### src/kwc_pkg.sv
package kwc_pkg;

   localparam int MAX_WINDOW    = 8;
   localparam int TABLE_DEPTH   = 4096;
   localparam int POSITION_BITS = 24;

   localparam int SYM_BITS      = 3;
   localparam int READ_IDX_BITS = 12;
   localparam int COUNT_BITS    = 32;
   localparam int CFG_POS_BITS  = 24;
   localparam int CSR_IDX_BITS  = 3;

   localparam int ADDR_BITS     = $clog2(TABLE_DEPTH);
   localparam int LEN_BITS      = $clog2(MAX_WINDOW + 1);
   localparam int WIN_IDX_BITS  = (MAX_WINDOW > 1) ? $clog2(MAX_WINDOW) : 1;

   localparam int IDX_A         = SYM_BITS * MAX_WINDOW;
   localparam int IDX_B         = (ADDR_BITS > READ_IDX_BITS) ? ADDR_BITS + 1 : READ_IDX_BITS + 1;
   localparam int IDX_BITS      = (IDX_A > IDX_B) ? IDX_A : IDX_B;

   localparam int CMP_BITS      = (POSITION_BITS > CFG_POS_BITS) ?
                                  POSITION_BITS + 1 : CFG_POS_BITS + 1;

   localparam logic [1:0] REQ_SYMBOL  = 2'd0;
   localparam logic [1:0] REQ_RESTART = 2'd1;
   localparam logic [1:0] REQ_READ    = 2'd2;

   localparam logic MODE_WMM = 1'b0;
   localparam logic MODE_LUT = 1'b1;

   localparam logic [CSR_IDX_BITS-1:0] CSR_COUNT_MODE    = 3'd0;
   localparam logic [CSR_IDX_BITS-1:0] CSR_WINDOW_LENGTH = 3'd1;
   localparam logic [CSR_IDX_BITS-1:0] CSR_ALPHABET_SIZE = 3'd2;
   localparam logic [CSR_IDX_BITS-1:0] CSR_FOCUS_OFFSET  = 3'd3;
   localparam logic [CSR_IDX_BITS-1:0] CSR_MIN_POSITION  = 3'd4;
   localparam logic [CSR_IDX_BITS-1:0] CSR_MAX_POSITION  = 3'd5;

   typedef logic [MAX_WINDOW-1:0][SYM_BITS-1:0] sym_window_type;

   typedef struct packed {
      logic                 bump;
      logic                 clear;
      logic                 rd;
      logic [ADDR_BITS-1:0] addr;
   } mem_cmd_type;

   typedef struct packed {
      logic                     full;
      logic [POSITION_BITS:0]   pos;
   } eval_type;

endpackage

### src/kwc_window.sv
module kwc_window (
   input  logic                              clock,
   input  logic                              reset,
   input  logic                              shift,
   input  logic                              restart,
   input  logic [kwc_pkg::SYM_BITS-1:0]      symbol,
   input  logic [kwc_pkg::LEN_BITS-1:0]      len_eff,
   input  logic [2:0]                        focus_offset,
   output kwc_pkg::sym_window_type           window,
   output kwc_pkg::eval_type                 eval
);

   kwc_pkg::sym_window_type                win_ff, win_in;
   logic [kwc_pkg::POSITION_BITS-1:0]      pos_ff, pos_in;
   logic [kwc_pkg::LEN_BITS-1:0]           seen_ff, seen_in;
   kwc_pkg::eval_type                      eval_ff, eval_in;
   logic [kwc_pkg::POSITION_BITS:0]        next_pos;

   always_comb begin
      win_in   = win_ff;
      pos_in   = pos_ff;
      seen_in  = seen_ff;
      eval_in  = eval_ff;
      next_pos = (kwc_pkg::POSITION_BITS+1)'(pos_ff) + (kwc_pkg::POSITION_BITS+1)'(1);
      if (restart) begin
         win_in  = '0;
         pos_in  = '0;
         seen_in = '0;
      end else if (shift) begin
         for (int k = 0; k < kwc_pkg::MAX_WINDOW - 1; k++) begin
            win_in[k] = win_ff[k+1];
         end
         win_in[kwc_pkg::MAX_WINDOW-1] = symbol;
         pos_in = next_pos[kwc_pkg::POSITION_BITS-1:0];
         if (32'(seen_ff) < kwc_pkg::MAX_WINDOW) begin
            seen_in = seen_ff + kwc_pkg::LEN_BITS'(1);
         end
         eval_in.full = (seen_in >= len_eff) &&
                        (next_pos >= (kwc_pkg::POSITION_BITS+1)'(len_eff));
         eval_in.pos  = next_pos - (kwc_pkg::POSITION_BITS+1)'(len_eff)
                        + (kwc_pkg::POSITION_BITS+1)'(focus_offset);
      end
   end

   always_ff @(posedge clock) begin
      if (reset) begin
         win_ff  <= '0;
         pos_ff  <= '0;
         seen_ff <= '0;
      end else begin
         win_ff  <= win_in;
         pos_ff  <= pos_in;
         seen_ff <= seen_in;
      end
      eval_ff <= eval_in;
   end

   assign window = win_ff;
   assign eval   = eval_ff;

endmodule

### config.mk
export PLATFORM = sky130hd
export DESIGN_NAME = kwc_window
export DESIGN_NICKNAME = d
export VERILOG_FILES = /design/src/kwc_pkg.sv /design/src/kwc_window.sv
export SDC_FILE = /design/constraint.sdc
export NUM_CORES = 1
export LEC_CHECK = 0
export BUFFER_PORTS_ARGS = -buffer_cell sky130_fd_sc_hd__buf_2
export CORE_MARGIN = 10
export CORE_UTILIZATION = 45
export DETAILED_ROUTE_END_ITERATION = 6
export PLACE_DENSITY = 0.71
export SYNTH_ARGS = -nofsm -noshare
export SYNTH_HDL_FRONTEND = slang
export SYNTH_SLANG_ARGS = --single-unit
### constraint.sdc
create_clock -name clock -period 11.17 [get_ports clock]
set_input_delay 0.5585 -clock clock [delete_from_list [all_inputs] [get_ports clock]]
set_output_delay 0.5585 -clock clock [all_outputs]
set_load 0.01 [all_outputs]
==> results.toml <==
[sta]
fmax_mhz = 221
relSlewSlack_pct = 35.9
whs_ps = 461
min_period_ps = 4530
slew_viol_final = 0
tns_ps = 0
finalSetupViolCount = 0
worstMarginPinSlew_ps = 962
fin_skew_ps = 7.24
grt_setup_unrepaired = "no"
hold_violations = 0
period_share_pct = 40.6

[synth]
ys_ff_latch = 78
avgSynthCellArea_um2 = 9.21
synthArstFlopShare_pct = 0
synth_edf_count = 26
synth_cell_types = 64
synth_nets = 626
yosysWarningCount = 0
synth_seq_area_share_pct = 35.2
synthFlopType = "dfxtp_1"
postSynthCellCount = 562
synth.cell_area_um2 = 5180

[critical_path]
path_class = "reg -> reg"
crit_required_ps = 11220
critical_path.max_fanout = 8
reg2reg_slack_ps = 6640
slowest_delay_ps = 670
cp-startpoint = "pos_ff[0]"
reg2reg_from = "pos_ff[0]"
critPathLaunchType = "flop"
arrival_ps = 4580
crit_family = "compound AO/OA/AOI/OAI gates"
end_kind = "flop"
crit_buf_inv = 1
slowest_stage = "a2111oi_0"
crit_chain = "ha_1 > nand3_1 > nor2_1 > xnor2_1 > inv_1 > ha_1 > a2111oi_0 > a21o_1 > a21oi_1 > a2bb2oi_1 > o311ai_1 > a41o_1 > a2111oi_0 > a311oi_1"

[pwr]
p_per_area_nw_per_um2 = 119
p_leak_nw = 2.60
ir_drop_uv = 77.2

[grt]
grt_pass1_vias = 3994
antenna_found_initial = 0
grt_pass1_wl_um = 18900
grtUsageTotal_pct = 13.7
gr-total-overflow = 0
grt_max_degree = 53

[clock_network]
cts-root-buf = "clkbuf_16"
clockBufferDepth = 2
clkTransAtPathRegs_ps = 60
clock_sinks = 78
postCtsHoldBufs = 0
postCtsSetupBuffers = 0
cts_resized = 0
clk_latency_ps = 330
cts_tree = "yes"
cts_buffers = 9
htreeDepth = 3

[die]
initial_core_util_pct = 45.7
die_width_um = 127
rows = 39
fp.coreArea_um2 = 11300
fp.dieH_um = 127
die_area_um2 = 16200
ioPinCount = 64

[cells_and_area]
n_antenna_cell = 0
area_growth_pct = 14.3
fillers = 1026
layout.nets = 679
drive_above_1_share_pct = 16.0
instances_no_fill = 763

[route]
wl_per_cell_um = 14.4
vias = 4024
drtIter0Drc = 165
first_pass_iters = 4
antenna_left = 0
wl_um = 11000
vias_per_cell = 5.27
drc = 0

[outcome]
status = "finished, final reports clean"

[placed_design]
gp_congestion = 0.888
io_buffer_count = 63
dp_hpwl_um = 8240
dp_cells = 747

[hold_path]
min_from = "symbol[0]"
hold_path_class = "in -> reg"

[run]
maxCapViolations = 0
where the power goes:
group          internal [mW]  total (mW)  switching (mW)
logic                 0.0348      0.0767          0.0419
clock network          0.201       0.319           0.117
registers              0.305       0.308         0.00267
worst min-delay path, stage by stage:
cell and delay (ps):
buf_2 70, mux2i_1 50, nor2_1 70
worst paths after layout:
check / to / cells after the start
worst max-delay path: eval[24] / 14
worst min-delay path: window[21] / 3
worst max register to register: eval[24] / 14
worst min register to register: window[2] / 2
cell families after synthesis:
family / Yosys count / share of synthesized area [%]
AND/OR/NAND/NOR: 190 / 18.0
XOR/XNOR: 75 / 13.3
multiplexers: 28 / 5.44
flip-flops: 78 / 35.2
AO/OA/AOI/OAI: 76 / 10.3
adder cells (fa/ha/maj): 51 / 12.7
buffers and inverters: 64 / 4.98
state kept, by name, summed over array words and instances, names as in the netlist:
name     cells
seen_ff      4
eval        26
window      24
pos_ff      24
per-layer routing:
layer | track usage, % | share of wire [%]
met5 | 0 | 0
met4 | 6.90 | 1.9
met3 | 3.80 | 7.0
met2 | 21.2 | 45
met1 | 17.2 | 46
through the flow:
step | instance area, um^2 | total power [mW] | util, % | worst slack, ps
finish | 5920 | 0.703 | 52.3 | 6640
global route | 5920 | 0.731 | 52.3 | 6320
CTS | 5920 | 0.711 | 52.3 | 6710
detailed placement | 5590 | 0.392 | 49.3 | 6700
global placement | 5590 | 0.390 | 49.3 | 7000
floorplan | 5180 | 0.371 | - | 7260
cells in the mapped netlist (2+ instances only):
master,n,share of area [%]
nor2_1,75,5.4
dfxtp_1,52,20
ha_1,47,11
inv_1,40,2.9
nand2_1,39,2.8
xnor2_1,39,6.6
xor2_1,33,5.6
mux2i_1,27,5.2
edfxtp_1,26,15
a21oi_1,20,1.9
clkbuf_1,15,1.1
nand3_1,15,1.4
nor3_1,11,1.1
nand4_1,9,1.1
a21o_1,8,1.2
o21ai_0,8,0.77
a211oi_1,7,1.0
nor2b_1,7,0.85
and3_1,6,0.73
nand2b_1,6,0.73
nor3b_1,5,0.73
a31oi_1,4,0.48
buf_4,4,0.58
fa_1,3,1.2
nand3b_1,3,0.43
or3_1,3,0.36
a2111oi_0,2,0.34
a2111oi_2,2,0.58
buf_1,2,0.15
buf_2,2,0.19
nor3_4,2,0.63
o21a_1,2,0.29
o21ai_1,2,0.19
o21bai_1,2,0.29
o311ai_0,2,0.34
o31a_1,2,0.34
o31ai_1,2,0.29
or2_2,2,0.24
layout make-up:
class	count	area, um^2	area share, %
multi-input combinational	420	3100	52.4
sequential	78	1820	30.8
timing repair buffer	65	330	5.58
clock buffer	13	283	4.78
tap	143	179	3.02
inverter	41	154	2.60
clock inverter	3	47.5	0.804
layout by cell type, fill, tap and decap left out, types with 3 or more instances in the layout:
cell type | netlist | routed
mux2i_1 | 27 | 27
o21ai_0 | 8 | 8
or3_1 | 3 | 3
nor2b_1 | 7 | 6
nand2_1 | 39 | 39
inv_1 | 40 | 40
nor2_1 | 75 | 75
nand4_1 | 9 | 9
and3_1 | 6 | 6
fa_1 | 3 | 3
nor3_1 | 11 | 11
dfxtp_1 | 52 | 52
buf_2 | 2 | 63
clkbuf_16 | 0 | 11
ha_1 | 47 | 47
a21oi_1 | 20 | 20
a211oi_1 | 7 | 7
nand3_1 | 15 | 15
edfxtp_1 | 26 | 26
xor2_1 | 33 | 33
a31oi_1 | 4 | 4
nand3b_1 | 3 | 3
a21o_1 | 8 | 8
nand2b_1 | 6 | 6
nor3b_1 | 5 | 5
xnor2_1 | 39 | 39
No activity file was read; power rests on OpenSTA's default activity.
